`config.mk`:
```
export PLATFORM = sky130hd
export DESIGN_NAME = task_dispatch_tracker_top
export DESIGN_NICKNAME = d
export VERILOG_FILES = /design/src/rtl/tdt_pkg.sv /design/src/rtl/tdt_front.sv /design/src/rtl/tdt_back.sv /design/src/rtl/task_dispatch_tracker_top.sv
export SDC_FILE = /design/constraint.sdc
export NUM_CORES = 1
export LEC_CHECK = 0
export BUFFER_PORTS_ARGS = -buffer_cell sky130_fd_sc_hd__buf_4
export CORE_MARGIN = 3
export CORE_UTILIZATION = 56
export CTS_CLUSTER_SIZE = 10
export DETAILED_ROUTE_END_ITERATION = 6
export GPL_TIMING_DRIVEN = 0
export PLACE_DENSITY = 0.76
export SLEW_MARGIN = 20
export SYNTH_ARGS = -nofsm -noshare
export SYNTH_HDL_FRONTEND = slang
export SYNTH_SLANG_ARGS = --single-unit
```
`constraint.sdc`:
```
create_clock -name clk -period 3.3 [get_ports clk]
set_input_delay 0.66 -clock clk [delete_from_list [all_inputs] [get_ports clk]]
set_output_delay 0.66 -clock clk [all_outputs]
set_load 0.1 [all_outputs]
```
`src/rtl/tdt_pkg.sv`:
```
// ----------------------------------------------------------------------------
// tdt_pkg: shared types and codes for the task dispatch tracker.
// Holds the input and result structs, command and result codes.
// ----------------------------------------------------------------------------
package tdt_pkg;

  localparam int TASK_SLOTS_DEF   = 64;
  localparam int CLIENT_SLOTS_DEF = 8;
  localparam int MAX_OUT          = 8;

  localparam logic [2:0] CMD_START      = 3'd0;
  localparam logic [2:0] CMD_CONNECT    = 3'd1;
  localparam logic [2:0] CMD_DISCONNECT = 3'd2;
  localparam logic [2:0] CMD_RESPONSE   = 3'd3;
  localparam logic [2:0] CMD_DISPATCH   = 3'd4;

  localparam logic [1:0] KIND_ACK     = 2'd0;
  localparam logic [1:0] KIND_ASSIGN  = 2'd1;
  localparam logic [1:0] KIND_NOTHING = 2'd2;
  localparam logic [1:0] KIND_ERROR   = 2'd3;

  localparam logic [1:0] ERR_NONE      = 2'd0;
  localparam logic [1:0] ERR_TOTAL     = 2'd1;
  localparam logic [1:0] ERR_TASK      = 2'd2;
  localparam logic [1:0] ERR_CLIENT    = 2'd3;

  localparam logic [1:0] RS_COMPLETE = 2'd0;
  localparam logic [1:0] RS_UNKNOWN  = 2'd2;

  localparam logic [1:0] ST_INCOMPLETE = 2'd0;
  localparam logic [1:0] ST_PROGRESS   = 2'd1;
  localparam logic [1:0] ST_COMPLETE   = 2'd2;

  localparam logic [6:0] REG_TASK_TOTAL = 7'd0;

  typedef struct packed {
    logic [2:0] command;
    logic [3:0] client_id;
    logic [5:0] task_id;
    logic [1:0] report_status;
  } in_item_t;

  typedef struct packed {
    logic [1:0] kind;
    logic [1:0] error_code;
    logic [3:0] assigned_client;
    logic [5:0] assigned_task;
    logic       all_done;
    logic       last;
  } out_item_t;

  // Classified command as handed from the front to the back.
  typedef struct packed {
    logic [2:0] command;
    logic       err;
    logic [1:0] error_code;
    logic [3:0] client_id;
    logic [5:0] task_id;
    logic [1:0] report_status;
  } job_t;

endpackage

```
`src/rtl/tdt_front.sv`:
```
// ----------------------------------------------------------------------------
// tdt_front: input stage with a two-entry queue.
// Checks client ids and task totals and queues classified jobs.
// ----------------------------------------------------------------------------
module tdt_front #(
  parameter int TASK_SLOTS   = tdt_pkg::TASK_SLOTS_DEF,
  parameter int CLIENT_SLOTS = tdt_pkg::CLIENT_SLOTS_DEF
) (
  input  logic              clk,
  input  logic              rst,
  input  logic              in_valid,
  output logic              in_stall,
  input  tdt_pkg::in_item_t in_data,
  input  logic [6:0]        task_total,
  output logic              job_valid,
  input  logic              job_take,
  output tdt_pkg::job_t     job
);

  tdt_pkg::job_t q [2];
  logic          wr_ptr, rd_ptr;
  logic [1:0]    count;
  tdt_pkg::job_t cls;
  logic          acc;

  always_comb begin
    cls.command       = in_data.command;
    cls.client_id     = in_data.client_id;
    cls.task_id       = in_data.task_id;
    cls.report_status = in_data.report_status;
    cls.err           = 1'b0;
    cls.error_code    = tdt_pkg::ERR_NONE;
    if (in_data.command == tdt_pkg::CMD_START) begin
      if (32'(task_total) > 32'(TASK_SLOTS)) begin
        cls.err        = 1'b1;
        cls.error_code = tdt_pkg::ERR_TOTAL;
      end
    end else if (in_data.command inside {tdt_pkg::CMD_CONNECT, tdt_pkg::CMD_DISCONNECT,
                                         tdt_pkg::CMD_RESPONSE}) begin
      if (in_data.client_id == 4'd0 || 32'(in_data.client_id) > 32'(CLIENT_SLOTS)) begin
        cls.err        = 1'b1;
        cls.error_code = tdt_pkg::ERR_CLIENT;
      end
    end
  end

  assign in_stall  = (count == 2'd2);
  assign acc       = in_valid && !in_stall;
  assign job_valid = (count != 2'd0);
  assign job       = q[rd_ptr];

  always_ff @(posedge clk) begin
    if (acc) q[wr_ptr] <= cls;
    if (rst) begin
      wr_ptr <= 1'b0;
      rd_ptr <= 1'b0;
      count  <= 2'd0;
    end else begin
      if (acc) wr_ptr <= ~wr_ptr;
      if (job_take) rd_ptr <= ~rd_ptr;
      count <= count + {1'b0, acc} - {1'b0, job_take};
    end
  end

endmodule

```
`src/rtl/tdt_back.sv`:
```
// ----------------------------------------------------------------------------
// tdt_back: execution sequencer.
// Walks tasks on start, clients on dispatch, and checks completion.
// ----------------------------------------------------------------------------
module tdt_back #(
  parameter int TASK_SLOTS   = tdt_pkg::TASK_SLOTS_DEF,
  parameter int CLIENT_SLOTS = tdt_pkg::CLIENT_SLOTS_DEF
) (
  input  logic               clk,
  input  logic               rst,
  input  logic               job_valid,
  output logic               job_take,
  input  tdt_pkg::job_t      job,
  input  logic [6:0]         task_total,
  output logic               out_valid,
  input  logic               out_stall,
  output tdt_pkg::out_item_t out_data
);

  localparam int TW = $clog2(TASK_SLOTS);
  localparam int CW = (CLIENT_SLOTS > 1) ? $clog2(CLIENT_SLOTS) : 1;
  localparam int FW = $clog2(TASK_SLOTS + 1);

  localparam logic [2:0] S_IDLE  = 3'd0;
  localparam logic [2:0] S_START = 3'd1;
  localparam logic [2:0] S_DISP  = 3'd2;
  localparam logic [2:0] S_EMIT  = 3'd3;
  localparam logic [2:0] S_WAIT  = 3'd4;
  localparam logic [2:0] S_DRAIN = 3'd5;

  logic [2:0]    state;
  tdt_pkg::job_t cur;

  // Only completion matters for the results, so each task keeps one flag.
  logic [TASK_SLOTS-1:0] done_bits;
  logic [TASK_SLOTS-1:0] live_mask;
  logic [TW-1:0] ring [TASK_SLOTS];
  logic [TW-1:0] head, tail;
  logic [FW-1:0] fill;
  logic [CLIENT_SLOTS-1:0] conn, busy;

  // Slots handed a task by the current dispatch, and the task each got.
  logic [CLIENT_SLOTS-1:0] amask;
  logic [CLIENT_SLOTS-1:0] amask_rest;
  logic [TW-1:0] stask [CLIENT_SLOTS];

  logic [FW-1:0] walk;     // start fill index
  logic [CW-1:0] slot;     // dispatch walk index
  logic [3:0]    given;
  logic [TW-1:0] rd_data;
  logic          rd_pend;

  logic               out_v;
  tdt_pkg::out_item_t out_r;
  logic               out_free;
  logic               emit;

  logic [FW-1:0] live;
  logic          all_done;
  logic [CW-1:0] cs;
  logic [TW-1:0] ct;
  logic [CW-1:0] ccs;

  assign live = (32'(task_total) > 32'(TASK_SLOTS)) ? FW'(TASK_SLOTS) : FW'(task_total);

  always_comb begin
    for (int i = 0; i < TASK_SLOTS; i++) live_mask[i] = (i < int'(live));
  end

  assign all_done = &(done_bits | ~live_mask);

  assign out_valid = out_v;
  assign out_data  = out_r;
  assign out_free  = !out_v || !out_stall;

  assign amask_rest = amask & ~(CLIENT_SLOTS'(1) << slot);
  assign emit = out_free && ((state == S_EMIT) ||
                ((state == S_DRAIN) && (given == 4'd0 || amask[slot])));

  assign job_take = (state == S_IDLE) && job_valid;

  assign cs  = CW'(job.client_id - 4'd1);
  assign ct  = TW'(cur.task_id);
  assign ccs = CW'(cur.client_id - 4'd1);

  always_ff @(posedge clk) begin
    if (rst) begin
      state     <= S_IDLE;
      head      <= '0;
      tail      <= '0;
      fill      <= '0;
      done_bits <= '0;
      conn      <= '0;
      busy      <= '0;
      out_v     <= 1'b0;
      rd_pend   <= 1'b0;
    end else begin
      out_v <= emit || (out_v && out_stall);
      case (state)
        S_IDLE: begin
          if (job_valid) begin
            cur <= job;
            if (job.err) begin
              state <= S_EMIT;
            end else if (job.command == tdt_pkg::CMD_START) begin
              done_bits <= '0;
              head <= '0;
              tail <= '0;
              fill <= '0;
              walk <= '0;
              state <= S_START;
            end else if (job.command == tdt_pkg::CMD_CONNECT) begin
              conn[cs] <= 1'b1;
              busy[cs] <= 1'b0;
              state <= S_WAIT;
            end else if (job.command == tdt_pkg::CMD_DISCONNECT) begin
              conn[cs] <= 1'b0;
              busy[cs] <= 1'b0;
              state <= S_WAIT;
            end else if (job.command == tdt_pkg::CMD_DISPATCH) begin
              slot    <= '0;
              given   <= '0;
              amask   <= '0;
              rd_pend <= 1'b0;
              state   <= S_DISP;
            end else begin
              state <= S_WAIT;
            end
          end
        end
        S_START: begin
          if (32'(walk) < 32'(task_total)) begin
            ring[TW'(walk)] <= TW'(walk);
            walk <= walk + FW'(1);
          end else begin
            tail  <= TW'(walk);
            fill  <= walk;
            state <= S_WAIT;
          end
        end
        S_WAIT: begin
          // Response handling is done here so checks see the cap.
          if (cur.command == tdt_pkg::CMD_RESPONSE) begin
            if (32'(cur.task_id) >= 32'(live)) begin
              cur.err        <= 1'b1;
              cur.error_code <= tdt_pkg::ERR_TASK;
            end else if (cur.report_status == tdt_pkg::RS_COMPLETE) begin
              done_bits[ct] <= 1'b1;
              busy[ccs] <= 1'b0;
            end else if (cur.report_status == tdt_pkg::RS_UNKNOWN) begin
              done_bits[ct] <= 1'b0;
              busy[ccs] <= 1'b0;
              if (32'(fill) < 32'(TASK_SLOTS)) begin
                ring[tail] <= ct;
                tail <= (32'(tail) + 1 >= TASK_SLOTS) ? '0 : tail + TW'(1);
                fill <= fill + FW'(1);
              end
            end
          end
          state <= S_EMIT;
        end
        S_DISP: begin
          // A popped task arrives in the cycle after its read; then the next slot.
          if (rd_pend) begin
            done_bits[rd_data] <= 1'b0;
            stask[slot] <= rd_data;
            amask[slot] <= 1'b1;
            rd_pend <= 1'b0;
            given   <= given + 4'd1;
            if (32'(slot) == CLIENT_SLOTS - 1 || given + 4'd1 == 4'(tdt_pkg::MAX_OUT)) begin
              slot  <= '0;
              state <= S_DRAIN;
            end else begin
              slot <= slot + CW'(1);
            end
          end else if (conn[slot] && !busy[slot] && fill != '0) begin
            rd_data <= ring[head];
            head    <= (32'(head) + 1 >= TASK_SLOTS) ? '0 : head + TW'(1);
            fill    <= fill - FW'(1);
            busy[slot] <= 1'b1;
            rd_pend <= 1'b1;
          end else if ((conn[slot] && !busy[slot]) || 32'(slot) == CLIENT_SLOTS - 1) begin
            slot  <= '0;
            state <= S_DRAIN;
          end else begin
            slot <= slot + CW'(1);
          end
        end
        S_DRAIN: begin
          // Results leave after the walk so all of them carry the final all_done.
          if (given == 4'd0) begin
            if (out_free) begin
              out_r.kind            <= tdt_pkg::KIND_NOTHING;
              out_r.error_code      <= tdt_pkg::ERR_NONE;
              out_r.assigned_client <= 4'd0;
              out_r.assigned_task   <= 6'd0;
              out_r.all_done        <= all_done;
              out_r.last            <= 1'b1;
              state <= S_IDLE;
            end
          end else if (amask[slot]) begin
            if (out_free) begin
              out_r.kind            <= tdt_pkg::KIND_ASSIGN;
              out_r.error_code      <= tdt_pkg::ERR_NONE;
              out_r.assigned_client <= 4'(slot) + 4'd1;
              out_r.assigned_task   <= 6'(stask[slot]);
              out_r.all_done        <= all_done;
              out_r.last            <= (amask_rest == '0);
              amask <= amask_rest;
              if (amask_rest == '0)
                state <= S_IDLE;
              else
                slot <= slot + CW'(1);
            end
          end else begin
            slot <= slot + CW'(1);
          end
        end
        S_EMIT: begin
          if (out_free) begin
            out_r.kind            <= cur.err ? tdt_pkg::KIND_ERROR : tdt_pkg::KIND_ACK;
            out_r.error_code      <= cur.err ? cur.error_code : tdt_pkg::ERR_NONE;
            out_r.assigned_client <= 4'd0;
            out_r.assigned_task   <= 6'd0;
            out_r.all_done        <= all_done;
            out_r.last            <= 1'b1;
            state <= S_IDLE;
          end
        end
        default: state <= S_IDLE;
      endcase
    end
  end

endmodule

```
`src/rtl/task_dispatch_tracker_top.sv`:
```
// ----------------------------------------------------------------------------
// task_dispatch_tracker_top: work distributor with client slot tracking.
// Each command yields registered results; a command rejected by the front skips
// the wait state, and start loads the ring with one entry per task first.
// Dispatch walks the slots, taking a task from the ring for each connected idle
// client while tasks remain, then sends its results in slot order.
// One command runs at a time; a two-entry queue buffers arrivals.
// Synchronous reset clears all task states, the ring pointers and slots.
// ----------------------------------------------------------------------------
module task_dispatch_tracker_top #(
  parameter int TASK_SLOTS   = tdt_pkg::TASK_SLOTS_DEF,
  parameter int CLIENT_SLOTS = tdt_pkg::CLIENT_SLOTS_DEF
) (
  input  logic               clk,
  input  logic               rst,
  input  logic               in_valid,
  output logic               in_stall,
  input  tdt_pkg::in_item_t  in_data,
  output logic               out_valid,
  input  logic               out_stall,
  output tdt_pkg::out_item_t out_data,
  input  logic               psel,
  input  logic               penable,
  input  logic               pwrite,
  input  logic [0:0]         paddr,
  input  logic [31:0]        pwdata,
  output logic [31:0]        prdata,
  output logic               pready
);

  logic [6:0]         task_total;
  logic               job_valid, job_take;
  tdt_pkg::job_t      job;
  logic               wr;

  assign pready = 1'b1;
  assign wr     = psel && penable && pwrite;
  assign prdata = {25'd0, task_total};

  always_ff @(posedge clk) begin
    if (rst) begin
      task_total <= 7'd0;
    end else if (wr && paddr == 1'b0) begin
      task_total <= pwdata[6:0];
    end
  end

  tdt_front #(.TASK_SLOTS(TASK_SLOTS), .CLIENT_SLOTS(CLIENT_SLOTS)) u_front (
    .clk, .rst, .in_valid, .in_stall, .in_data, .task_total,
    .job_valid, .job_take, .job
  );

  tdt_back #(.TASK_SLOTS(TASK_SLOTS), .CLIENT_SLOTS(CLIENT_SLOTS)) u_back (
    .clk, .rst, .job_valid, .job_take, .job, .task_total,
    .out_valid, .out_stall, .out_data
  );

endmodule

```
# Word-level counts from Yosys, hierarchy flattened
# Memories as Yosys holds them, arrays and structs flattened. A register that Yosys moved wholly into a read port is not among the register bits.
# Index checks and enable logic that the tools add are counted.
[totals] ff_bits=171 mem_bits_rw=468 inputBits=55 output_inout_bits=51 elab_cells=432 memories=3
[classes] n_addsub=14 n_lt_le_gt_ge=81 n_eq_ne=48 n_shift=1 n_mux=169 bitwise=24 n_reduce_logical=63
[memory_table] name="u_back.ring" words=64 width=6 rd=1 rd_ports_with_merged_regs=1 wr=1 line="tdt_back.sv:37" source="logic [TW-1:0] ring [TASK_SLOTS];"
[memory_table] name="u_back.stask" words=8 width=6 rd=1 rd_ports_with_merged_regs=1 wr=1 line="tdt_back.sv:45" source="logic [TW-1:0] stask [CLIENT_SLOTS];"
[memory_table] name="u_front.q" words=2 width=18 rd=1 rd_ports_with_merged_regs=1 wr=1 line="tdt_front.sv:20" source="tdt_pkg::job_t q [2];"
[ops] operator="two-way mux 64 bit" n=8
[ops] operator="< comparator 6 x 7 -> 1 bit, first input constant" n=32
[ops] operator="NOT 64 bit" n=3
[ops] operator="case mux 64 bit (3 select lines)" n=1
[ops] operator="two-way mux 8 bit" n=23
[ops] operator="AND 64 bit" n=2
[ops] operator="bitwise OR 64 bit" n=2
[ops] operator="< comparator 5 x 7 -> 1 bit, first input constant" n=16
[ops] operator="two-way mux 3 bit" n=37
[ops] operator="two-way mux 7 bit" n=13
[ops] operator="two-way mux 6 bit" n=15
[ops] operator="two-way mux 16 bit" n=5
[ops] operator=">= comparator 32 x 7 -> 1 bit, second input constant" n=2
[ops] operator="AND reduction 64 bit" n=1
[ops] operator="< comparator 4 x 7 -> 1 bit, first input constant" n=8
[ops] operator="case mux 8 bit (3 select lines)" n=2
[ops] operator="two-way mux 1 bit" n=37
[ops] operator="AND reduction 12 bit" n=3
[ops] operator="AND 8 bit" n=4
[ops] operator="case mux 16 bit (2 select lines)" n=1
[ops] operator="< comparator 3 x 7 -> 1 bit, first input constant" n=4
[ops] operator="two-way mux 4 bit" n=7
[ops] operator="case mux 7 bit (4 select lines)" n=1
[ops] operator="inequality test 2 bit, second input constant" n=12
[ops] operator="other kinds (67)" n=161

# Logic depth before layout (Yosys ltp)
# Gate-level depths: netlist (run 1).
[depth] word_depth=13 depth_mapped=15 mapped_depth_nobuf=11

# By module
# Synthesis (run 1) repeated with hierarchy kept, for this count alone.
[hier_totals] hier_cells=2117 hier_area_um2=29143.0
[by_module_without_submodules] mod="tdt_back" instances=1 cells_per_inst=1970 area_per_inst_um2=27099.7 seq_area_each_um2=16946.3
[by_module_without_submodules] mod="tdt_front" instances=1 cells_per_inst=88 area_per_inst_um2=1517.7 seq_area_each_um2=1121.1
[by_module_without_submodules] mod="task_dispatch_tracker_top" instances=1 cells_per_inst=59 area_per_inst_um2=525.5 seq_area_each_um2=140.1

# Least setup slack after synthesis (run 1)
# Ideal clock, no wire load.
[synth_timing] path_kind="reg2reg" from="register task_total[6]" to="memory u_back.ring[38][0] in the netlist's numbering (enable)" setup_ps=377 t_arrival_ps=3972 required_ps=2923 slack_ps=-1049 stages_incl_launch_ff=13 path_buffers=4 period_less_slack_ps=4349 path_cell_list="dfxtp_1 -> clkbuf_1 -> buf_1 -> clkbuf_1 -> nor2_1 -> ha_1 -> nor2b_1 -> o21ai_0 -> a211oi_4 -> mux2i_1 -> o21ai_1 -> buf_2 -> nor3_1"
[synth_between] elab_chain_len=10 word_cells_on_any_way=16 cone_classes="order compare (3); mux (12); reduce/logical (1)"
[synth_rtl] item="start: declaration" line="task_dispatch_tracker_top.sv:31" source="logic [6:0] task_total;"
[synth_rtl] item="start signal: assignment" line="task_dispatch_tracker_top.sv:44" source="task_total <= pwdata[6:0];"
[synth_rtl] item="greater-than comparator 7 bit" line="tdt_back.sv:64" source="assign live = (32'(task_total) > 32'(TASK_SLOTS)) ? FW'(TASK_SLOTS) : FW'(task_total);"
[synth_rtl] item="two-way mux 7 bit" line="tdt_back.sv:64"
[synth_rtl] item=">= comparator 6 x 7 -> 1 bit" line="tdt_back.sv:144" source="if (32'(cur.task_id) >= 32'(live)) begin"
[synth_rtl] item="two-way mux 1 bit" line="tdt_back.sv:144"
[synth_rtl] item="two-way mux 1 bit" line="tdt_back.sv:143" source="if (cur.command == tdt_pkg::CMD_RESPONSE) begin"
[synth_rtl] item="two-way mux 1 bit" line="tdt_back.sv:99" source="case (state)"
[synth_rtl] item="two-way mux 1 bit" line="tdt_back.sv:87" source="if (rst) begin"
[synth_rtl] item="two-way mux 1 bit (not written as such)" line="tdt_back.sv:154" source="ring[tail] <= ct;"
[synth_rtl] item="OR reduction 6 bit (no source line)"
[synth_rtl] item="two-way mux 6 bit (no source line) / two-way mux 1 bit (equally long branches)"
[synth_rtl] item="end: declaration" line="tdt_back.sv:37"
# Parallel ways exist; a longest one is shown, timed or not.

==> impl_metrics.env, run 1 <==
export IMPL_cts_buffers=77
export IMPL_fill_cells=3329
export IMPL_r2r_start="u_back.head[1]"
export IMPL_path_delay_family="multiplexers"
export IMPL_nets=2477
export IMPL_arrival_ns=3.79
export IMPL_syn_inst=2133
export IMPL_synth_avg_cell_area_um2=13.8
export IMPL_ys_seq_area_share_pct=61.8
export IMPL_initial_core_util_pct=56.8
export IMPL_tightest_slew_ns=1.05
export IMPL_async_flop_share_pct=0
export IMPL_fin_crit_sh_pct=104
export IMPL_final_common_cell="edfxtp_1"
export IMPL_ys_flop_type="edfxtp_1"
export IMPL_grt_usage_pct=31.5
export IMPL_hold_end="u_front.q[1][0]"
export IMPL_failed_checks="setup timing"
export IMPL_clock_root_buffer="clkbuf_16"
export IMPL_path_class="reg -> reg"
export IMPL_yosysWarningCount=0
export IMPL_portBuffers=54
export IMPL_startpoint="u_back.head[1]"
export IMPL_syn_to_final_growth_pct=20.9
export IMPL_setup_viol=16
export IMPL_finClkSkew_ns=0.0303
export IMPL_final_design_area_no_fill_um2=35500
export IMPL_crit_fanout=10
export IMPL_clockBufferDepth=3
export IMPL_dpl_cell_area_um2=30900
export IMPL_first_iter_violations=2777
export IMPL_num_antenna_cells=0
export IMPL_die_w_um=235
export IMPL_rows=83
export IMPL_grt_overflow_total=0
export IMPL_r2r_cells=6
export IMPL_drive_gt1_share_pct=26.1
export IMPL_ys_ff_latch=644
export IMPL_hold_violations=0
export IMPL_core_area_um2=51600
export IMPL_wirelength_mm=89.7
export IMPL_clk_insertion_delay_late_ns=0.64
export IMPL_fin_tns_setup_ns=-0.380
export IMPL_place_congestion=0.957
export IMPL_htree_levels=3
export IMPL_antenna_found_initial=0
export IMPL_drt_pass1_iterations=6
export IMPL_vias=21100
export IMPL_power_density_nw_per_um2=607
export IMPL_cts_sinks=644
export IMPL_worstPathBufferInverterCount=3
export IMPL_cts_hold_buf=0
export IMPL_hp_start="in_data[0]"
export IMPL_path_cells="clkbuf_2 -> clkbuf_2 -> buf_2 -> mux4_2 -> mux4_2 -> mux4_2"
export IMPL_fmax_ghz=0.291
export IMPL_status="finished, violations left"
export IMPL_cpPeakStageDelay_ns=0.61
export IMPL_timing_final_ws_setup_ns=-0.136
export IMPL_regArea_um2=18200
export IMPL_rr_endpoint="u_back.rd_data[2]"
export IMPL_grt_start_max_net_pins=65
export IMPL_yosysUniqueCellTypes=88
export IMPL_vias_per_cell=6.79
export IMPL_synth_edff_count=525
export IMPL_multi_input_area_um2=11500
export IMPL_hold_path_class="in -> reg"
export IMPL_cp_required_ns=3.65
export IMPL_ir_drop_mv=0.576
export IMPL_dp_cells=2897
export IMPL_cap_violations=0
export IMPL_avgRoutedWirePerCell_um=28.9
export IMPL_final_cell_mix="edfxtp_1 (525), nor2_1 (159), buf_4 (157)"
export IMPL_r2r_slack_ns=-0.14
export IMPL_final_instance_count_excl_fill=3108
export IMPL_leakage_nw=12.1
export IMPL_clk_pin_slew_ns=0.06
export IMPL_finalMaxSlewViolations=0
export IMPL_die_area_um2=55200
export IMPL_syn_cell_area_um2=29300
export IMPL_io_pin_count=106
export IMPL_grt_pass1_wl_mm=132
export IMPL_slowest_stage="mux4_2"
export IMPL_ant_nets=0
export IMPL_critPathLaunchType="flip-flop"
export IMPL_grt_pass1_vias=20500
export IMPL_hpwl_mm=53.2
export IMPL_finalCriticalPeriod_ns=3.44
export IMPL_place_ws_ns=-1.34
export IMPL_whs_path_depth=1
export IMPL_maxSlewHeadroom_pct=29.4
export IMPL_die_h_um=235
export IMPL_end_kind="flip-flop"
export IMPL_drcViolationCount=0
export IMPL_cts_tree="done"
export IMPL_critPathMostFrequentCell="mux4_2"
[kinds of logic after synthesis]
| family | after synthesis | share of synthesized area [%] |
|---|---|---|
| XOR/XNOR | 21 | 0.627 |
| buffers and inverters | 223 | 3.28 |
| AO/OA/AOI/OAI | 486 | 10.4 |
| AND/OR/NAND/NOR | 480 | 8.00 |
| adder cells (fa/ha/maj) | 33 | 1.43 |
| other | 2 | 0.0256 |
| multiplexers | 244 | 14.4 |
| flip-flops | 644 | 61.8 |
[state kept, by name (all words and copies together) (netlist names), 8 cells and up, named ones only]
name              flops
u_back.out_data      16
u_back.ring         384
u_back.cur           11
u_back.done_bits     64
u_front.q            32
u_back.stask         48
u_back.amask          8
u_back.busy           8
[per-layer routing]
metal / track usage, % / share of wire [%] / vias up
met3: 6.70 / 10 / 366
met1: 40.2 / 35 / 10400
met2: 51.1 / 48 / 1565
li1: - / - / 8801
met4: 16.7 / 6.6 / 0
met5: 0 / 0 / -
[metrics by stage]
step                      hold slack, ns  power [W]  util, %
after floorplan                    0.457     0.0123        -
after detailed placement           0.494     0.0135     59.9
after CTS                          0.193     0.0213     67.7
after global routing               0.199     0.0222     68.8
final                              0.211     0.0215     68.8
after global placement             0.489     0.0134     59.7
[timing repair]
action,CTS,global route
resized for setup,223,67
setup buffers,64,32
hold endpoints to repair,0,0
gates cloned,0,2
endpoints found under the setup margin,856,783
pin swaps,57,25
[area by class of cell]
cell class,instances,share of cell area [%]
Multi-Input combinational cell,1290,32.3
Buffer,170,2.80
Sequential cell,644,51.2
Clock buffer,107,5.95
Inverter,48,0.522
Clock inverter,11,0.356
Timing Repair Buffer,158,4.45
Tap cell,680,2.40
[how the worst max path moves through the flow]
stage	endpoint	slack (ns)	depth (start not counted)
6_report	u_back.rd_data[2]	-0.14	6
5_1_grt	u_back.rd_data[2]	-0.15	6
4_1_cts	u_back.ring[55][2]	-0.0008	12
3_5_place_dp	u_back.ring[25][3]	-1.34	13
3_3_place_gp	u_back.ring[25][3]	-1.27	8
2_1_floorplan	u_back.ring[37][0]	-0.28	12
[power by group]
part | switching [W] | internal (W)
clock | 0.00336 | 0.00446
sequential | 0.000216 | 0.00914
combinational | 0.00305 | 0.00130
total | 0.00662 | 0.0149
[synthesized netlist by cell type (27+ instances only)]
cell / n / area [um^2]
ha_1: 32 / 400
nor2_1: 162 / 608
o211ai_1: 66 / 495
edfxtp_1: 525 / 15800
a21oi_1: 149 / 746
o21ai_0: 115 / 576
mux2i_1: 86 / 861
dfxtp_1: 119 / 2380
inv_1: 45 / 169
nor3_1: 96 / 480
nand2_1: 74 / 278
buf_4: 27 / 203
clkbuf_1: 107 / 402
mux4_2: 140 / 3150
buf_1: 27 / 101
(Power assumes the default switching activity.)
==> run 2: changes to the inputs <==
--- a/config.mk
+++ b/config.mk
@@ -6,12 +6,14 @@
 export NUM_CORES = 1
 export LEC_CHECK = 0
 export BUFFER_PORTS_ARGS = -buffer_cell sky130_fd_sc_hd__buf_4
+export CELL_PAD_IN_SITES_DETAIL_PLACEMENT = 1
+export CELL_PAD_IN_SITES_GLOBAL_PLACEMENT = 2
 export CORE_MARGIN = 3
-export CORE_UTILIZATION = 56
+export CORE_UTILIZATION = 41
 export CTS_CLUSTER_SIZE = 10
 export DETAILED_ROUTE_END_ITERATION = 6
 export GPL_TIMING_DRIVEN = 0
-export PLACE_DENSITY = 0.76
+export PLACE_DENSITY = 0.77
 export SLEW_MARGIN = 20
 export SYNTH_ARGS = -nofsm -noshare
 export SYNTH_HDL_FRONTEND = slang
==> impl_metrics.env, run 2 (synthesis gave the netlist of run 1 again) <==
export IMPL_clock_root_buffer="clkbuf_16"
export IMPL_portBuffers=54
export IMPL_antenna_found_initial=4
export IMPL_fin_crit_sh_pct=101
export IMPL_arrival_ns=3.66
export IMPL_wirelength_mm=102
export IMPL_worst_hold_slack_ns=0.216
export IMPL_hpwl_mm=61.8
export IMPL_grt_pass1_wl_mm=148
export IMPL_io_pin_count=106
export IMPL_fin_tns_setup_ns=-0.0617
export IMPL_clockBufferDepth=3
export IMPL_fill_cells=6866
export IMPL_grt_setup_unrepaired="true"
export IMPL_leakage_nw=12.5
export IMPL_grt_start_max_net_pins=65
export IMPL_crit_fanout=7
export IMPL_finalCriticalPeriod_ns=3.32
export IMPL_cts_sinks=644
export IMPL_timing_final_ws_setup_ns=-0.0179
export IMPL_htree_levels=3
export IMPL_hold_violations=0
export IMPL_dpl_cell_area_um2=31300
export IMPL_syn_to_final_growth_pct=25.2
export IMPL_drt_pass1_iterations=6
export IMPL_rows=97
export IMPL_core_area_um2=70500
export IMPL_tightest_slew_ns=1.21
export IMPL_grt_usage_pct=26.7
export IMPL_finClkSkew_ns=0.0481
export IMPL_vias=20900
export IMPL_num_antenna_cells=0
export IMPL_place_congestion=0.912
export IMPL_clk_pin_slew_ns=0.06
export IMPL_die_h_um=274
export IMPL_final_common_cell="edfxtp_1"
export IMPL_cts_tree="done"
export IMPL_ant_nets=0
export IMPL_end_kind="flip-flop"
export IMPL_drcViolationCount=0
export IMPL_vias_per_cell=6.10
export IMPL_power_density_nw_per_um2=600
export IMPL_path_class="reg -> reg"
export IMPL_failed_checks="setup timing"
export IMPL_critPathLaunchType="flip-flop"
export IMPL_die_w_um=274
export IMPL_status="finished, violations left"
export IMPL_ir_drop_mv=0.583
export IMPL_nets=2520
export IMPL_grt_pass1_vias=21500
export IMPL_first_iter_violations=2036
export IMPL_setup_viol=8
export IMPL_cap_violations=0
export IMPL_cts_hold_buf=0
export IMPL_finalMaxSlewViolations=0
export IMPL_top_register="u_back.ring"
export IMPL_drive_gt1_share_pct=28.1
export IMPL_r2r_slack_ns=-0.02
export IMPL_largest_reg_flops=384
export IMPL_avgRoutedWirePerCell_um=29.7
export IMPL_die_area_um2=74800
export IMPL_hold_path_class="in -> reg"
export IMPL_cp_required_ns=3.64
export IMPL_cts_buffers=78
export IMPL_grt_overflow_total=0
export IMPL_largestRegisters="u_back.ring (384), u_back.done_bits (64), u_back.stask (48)"
export IMPL_final_cell_mix="edfxtp_1 (525), buf_4 (165), nor2_1 (158)"
export IMPL_initial_core_util_pct=41.6
export IMPL_fmax_ghz=0.301
export IMPL_maxSlewHeadroom_pct=19.0
export IMPL_clk_insertion_delay_late_ns=0.66
export IMPL_final_design_area_no_fill_um2=36700
-- run 2: layout make-up --
class	instances	area (um^2)	area share, %
clock buffers	121	2160	5.89
well taps	940	1180	3.20
inverters	48	194	0.528
plain buffers	168	998	2.72
flip-flops and latches	644	18200	49.4
multi-input cells	1290	11600	31.5
clock inverters	11	204	0.555
repair buffers	202	2270	6.19
-- run 2: timing repair --
action	4_1_cts	5_1_grt
gates cloned	0	5
resized for setup	241	92
buffers inserted	106	32
endpoints found under the hold margin	0	0
pin swaps	75	18
setup endpoints to repair	870	797
-- run 2: path summary, 6_finish.rpt --
path | endpoint | cells after the start | start
worst max-delay path | u_back.ring[22][0] | 10 | u_back.state[0]
worst min-delay path | u_front.q[0][3] | 1 | in_data[3]
worst min register to register | u_back.head[5] | 2 | u_back.head[5]
worst max register to register | u_back.ring[22][0] | 10 | u_back.state[0]
-- run 2: through the flow --
| step | std cells | util (%) | power (W) | setup slack (ns) |
|---|---|---|---|---|
| after floorplan | 2157 | - | 0.0123 | -0.276 |
| after global placement | 3151 | 44.1 | 0.0136 | -1.46 |
| after detailed placement | 3157 | 44.4 | 0.0137 | -1.67 |
| after CTS | 3390 | 51.2 | 0.0219 | 0.00284 |
| after global routing | 3424 | 52.1 | 0.0229 | -0.0548 |
| final | 3424 | 52.1 | 0.0221 | -0.0179 |
-- run 2: per-layer routing --
layer	GRT usage, %	vias up	share of wire [%]
li1	-	8925	-
met1	35.9	10900	41
met2	44.3	873	49
met3	4.59	206	6.2
met4	8.30	4	3.5
met5	0	-	0.027
-- run 2: critical path: stages (launching register included) --
cell	delay [ns]
dfxtp_4	0.36
or4b_4	0.54
or4_4	0.45
a211oi_4	0.28
buf_12	0.18
mux2i_4	0.28
o21ai_4	0.18
buf_12	0.19
buf_4	0.14
nor3_4	0.23
buf_4	0.19
-- run 2: report_power, final --
group / total (W) / switching (W) / internal (W)
Sequential: 0.00937 / 0.000224 / 0.00914
Combinational: 0.00452 / 0.00315 / 0.00137
Clock: 0.00817 / 0.00361 / 0.00456
==> run 3: changes to the inputs <==
--- a/config.mk
+++ b/config.mk
@@ -5,15 +5,15 @@
 export SDC_FILE = /design/constraint.sdc
 export NUM_CORES = 1
 export LEC_CHECK = 0
-export BUFFER_PORTS_ARGS = -buffer_cell sky130_fd_sc_hd__buf_4
 export CELL_PAD_IN_SITES_DETAIL_PLACEMENT = 1
 export CELL_PAD_IN_SITES_GLOBAL_PLACEMENT = 2
 export CORE_MARGIN = 3
-export CORE_UTILIZATION = 41
+export CORE_UTILIZATION = 42
 export CTS_CLUSTER_SIZE = 10
 export DETAILED_ROUTE_END_ITERATION = 6
+export DONT_BUFFER_PORTS = 1
 export GPL_TIMING_DRIVEN = 0
-export PLACE_DENSITY = 0.77
+export PLACE_DENSITY = 0.76
 export SLEW_MARGIN = 20
 export SYNTH_ARGS = -nofsm -noshare
 export SYNTH_HDL_FRONTEND = slang
==> impl_metrics.env, run 3 (synthesis gave the netlist of run 1 again) <==
export IMPL_status="finished, violations left"
export IMPL_failed_checks="setup timing"
export IMPL_cts_buffers=78
export IMPL_leakage_nw=12.2
export IMPL_syn_to_final_growth_pct=24.0
export IMPL_io_pin_count=106
export IMPL_cp_required_ns=3.64
export IMPL_num_antenna_cells=0
export IMPL_htree_levels=3
export IMPL_clk_insertion_delay_late_ns=0.65
export IMPL_grt_usage_pct=26.7
export IMPL_die_h_um=270
export IMPL_hpwl_mm=61.4
export IMPL_initial_core_util_pct=42.6
export IMPL_die_w_um=270
export IMPL_rows=96
export IMPL_hold_path_class="in -> reg"
export IMPL_clk_pin_slew_ns=0.06
export IMPL_drive_gt1_share_pct=26.1
export IMPL_crit_fanout=8
export IMPL_die_area_um2=73100
export IMPL_final_cell_mix="edfxtp_1 (525), nor2_1 (158), a21oi_1 (148)"
export IMPL_power_density_nw_per_um2=603
export IMPL_drcViolationCount=0
export IMPL_path_class="reg -> reg"
export IMPL_cap_violations=0
export IMPL_finClkSkew_ns=0.0393
export IMPL_final_instance_count_excl_fill=3350
export IMPL_timing_final_ws_setup_ns=-0.148
export IMPL_antenna_found_initial=0
export IMPL_dp_cells=3097
export IMPL_nets=2458
export IMPL_critPathLaunchType="flip-flop"
export IMPL_fmax_ghz=0.290
export IMPL_cts_sinks=644
export IMPL_largest_reg_flops=384
export IMPL_regArea_um2=18200
export IMPL_finalMaxSlewViolations=0
export IMPL_ir_drop_mv=0.433
export IMPL_fill_cells=6744
export IMPL_grt_overflow_total=0
export IMPL_grt_pass1_vias=21600
export IMPL_arrival_ns=3.79
export IMPL_grt_pass1_wl_mm=147
export IMPL_top_layer="met4"
export IMPL_setup_viol=335
export IMPL_final_common_cell="edfxtp_1"
export IMPL_maxSlewHeadroom_pct=28.9
export IMPL_wl_met2_mm=48.3
export IMPL_tightest_slew_ns=1.06
export IMPL_worst_hold_slack_ns=0.118
export IMPL_vias_per_cell=6.08
export IMPL_clockBufferDepth=3
export IMPL_core_area_um2=68900
export IMPL_grt_start_max_net_pins=65
export IMPL_wl_met3_mm=5.84
export IMPL_end_kind="flip-flop"
export IMPL_top_register="u_back.ring"
export IMPL_grt_setup_unrepaired="true"
export IMPL_first_iter_violations=1964
export IMPL_fin_crit_sh_pct=104
export IMPL_power_total_w=0.0220
export IMPL_largestRegisters="u_back.ring (384), u_back.done_bits (64), u_back.stask (48)"
export IMPL_multi_input_area_um2=11600
export IMPL_wirelength_mm=97.7
export IMPL_drt_pass1_iterations=5
export IMPL_ant_nets=0
export IMPL_hold_violations=0
export IMPL_vias=20400
export IMPL_portBuffers=0
export IMPL_cts_tree="done"
export IMPL_avgRoutedWirePerCell_um=29.2
export IMPL_clock_root_buffer="clkbuf_16"
export IMPL_place_congestion=0.876
export IMPL_wl_met1_mm=40.2
export IMPL_finalCriticalPeriod_ns=3.45
==> run 3: cell count changes in the layout (fill, tap and decap cells not counted), moves of 3 or more <==
cell,before,now
clkinv_1,3,6
dfxtp_2,5,1
dfxtp_4,3,7
clkinv_2,1,4
clkbuf_8,6,3
clkdlybuf4s15_2,2,6
buf_16,1,4
buf_4,165,82
clkbuf_2,25,18
clkbuf_1,109,106
clkbuf_4,0,4
buf_8,2,6
buf_6,17,28
==> run 3: metrics by stage <==
stage	area (um^2)	worst slack (ns)	utilization, %	TNS (ns)
after global placement	30700	-1.70	44.5	-1112.22
after floorplan	29500	-0.276	-	-85.14
after CTS	36300	-0.0634	52.6	-3.36
after detailed placement	30900	-1.95	44.8	-1122.64
after global routing	36400	-0.228	52.8	-75.50
final	36400	-0.148	52.8	-19.74
==> run 3: layout make-up <==
class                      count  share of cell area (%)
timing repair buffer         135                    5.06
clock inverter                16                   0.574
inverter                      48                   0.519
clock buffer                 113                    5.84
sequential                   644                    50.0
tap                          931                    3.20
buffer                       173                    3.05
multi-input combinational   1290                    31.8
==> run 3: critical path, stage by stage (launching register included) <==
cell,delay (ns)
dfxtp_4,0.56
clkbuf_16,0.24
buf_12,0.11
clkbuf_16,0.14
nor2_4,0.04
ha_4,0.22
nor2b_4,0.13
o21ai_4,0.09
a211oi_4,0.28
buf_12,0.18
mux2i_4,0.28
o21ai_4,0.18
buf_12,0.18
buf_12,0.14
nor3_4,0.21
buf_12,0.15
==> run 3: routing by layer <==
layer	up-vias	GRT usage, %
met2	781	44.5
li1	8779	-
met1	10600	35.8
met5	-	0
met4	0	9.75
met3	200	4.11
==> run 3: where the power goes <==
group          total, W  internal (W)  leakage, nW  switching, W
sequential      0.00945       0.00914         5.71      0.000312
combinational   0.00445       0.00135         5.39       0.00310
clock           0.00805       0.00457         1.12       0.00348
total            0.0220        0.0151         12.2       0.00689
==> run 3: timing repair <==
action / in CTS / in global routing
endpoints found under the setup margin: 883 / 833
gates resized for setup: 313 / 38
buffers inserted: 120 / 4
hold buffers: 0 / 0
pin swaps: 86 / 28
cloned: 5 / 0
==> run 3: final timing paths <==
path / start / endpoint / slack, ns / cells after the start
worst max register to register: task_total[6] / u_back.ring[36][0] / -0.15 / 15
worst min-delay path: in_data[4] / u_front.q[0][4] / 0.12 / 0
worst min register to register: u_back.busy[1] / u_back.busy[1] / 0.52 / 2
worst max-delay path: task_total[6] / u_back.ring[36][0] / -0.15 / 15
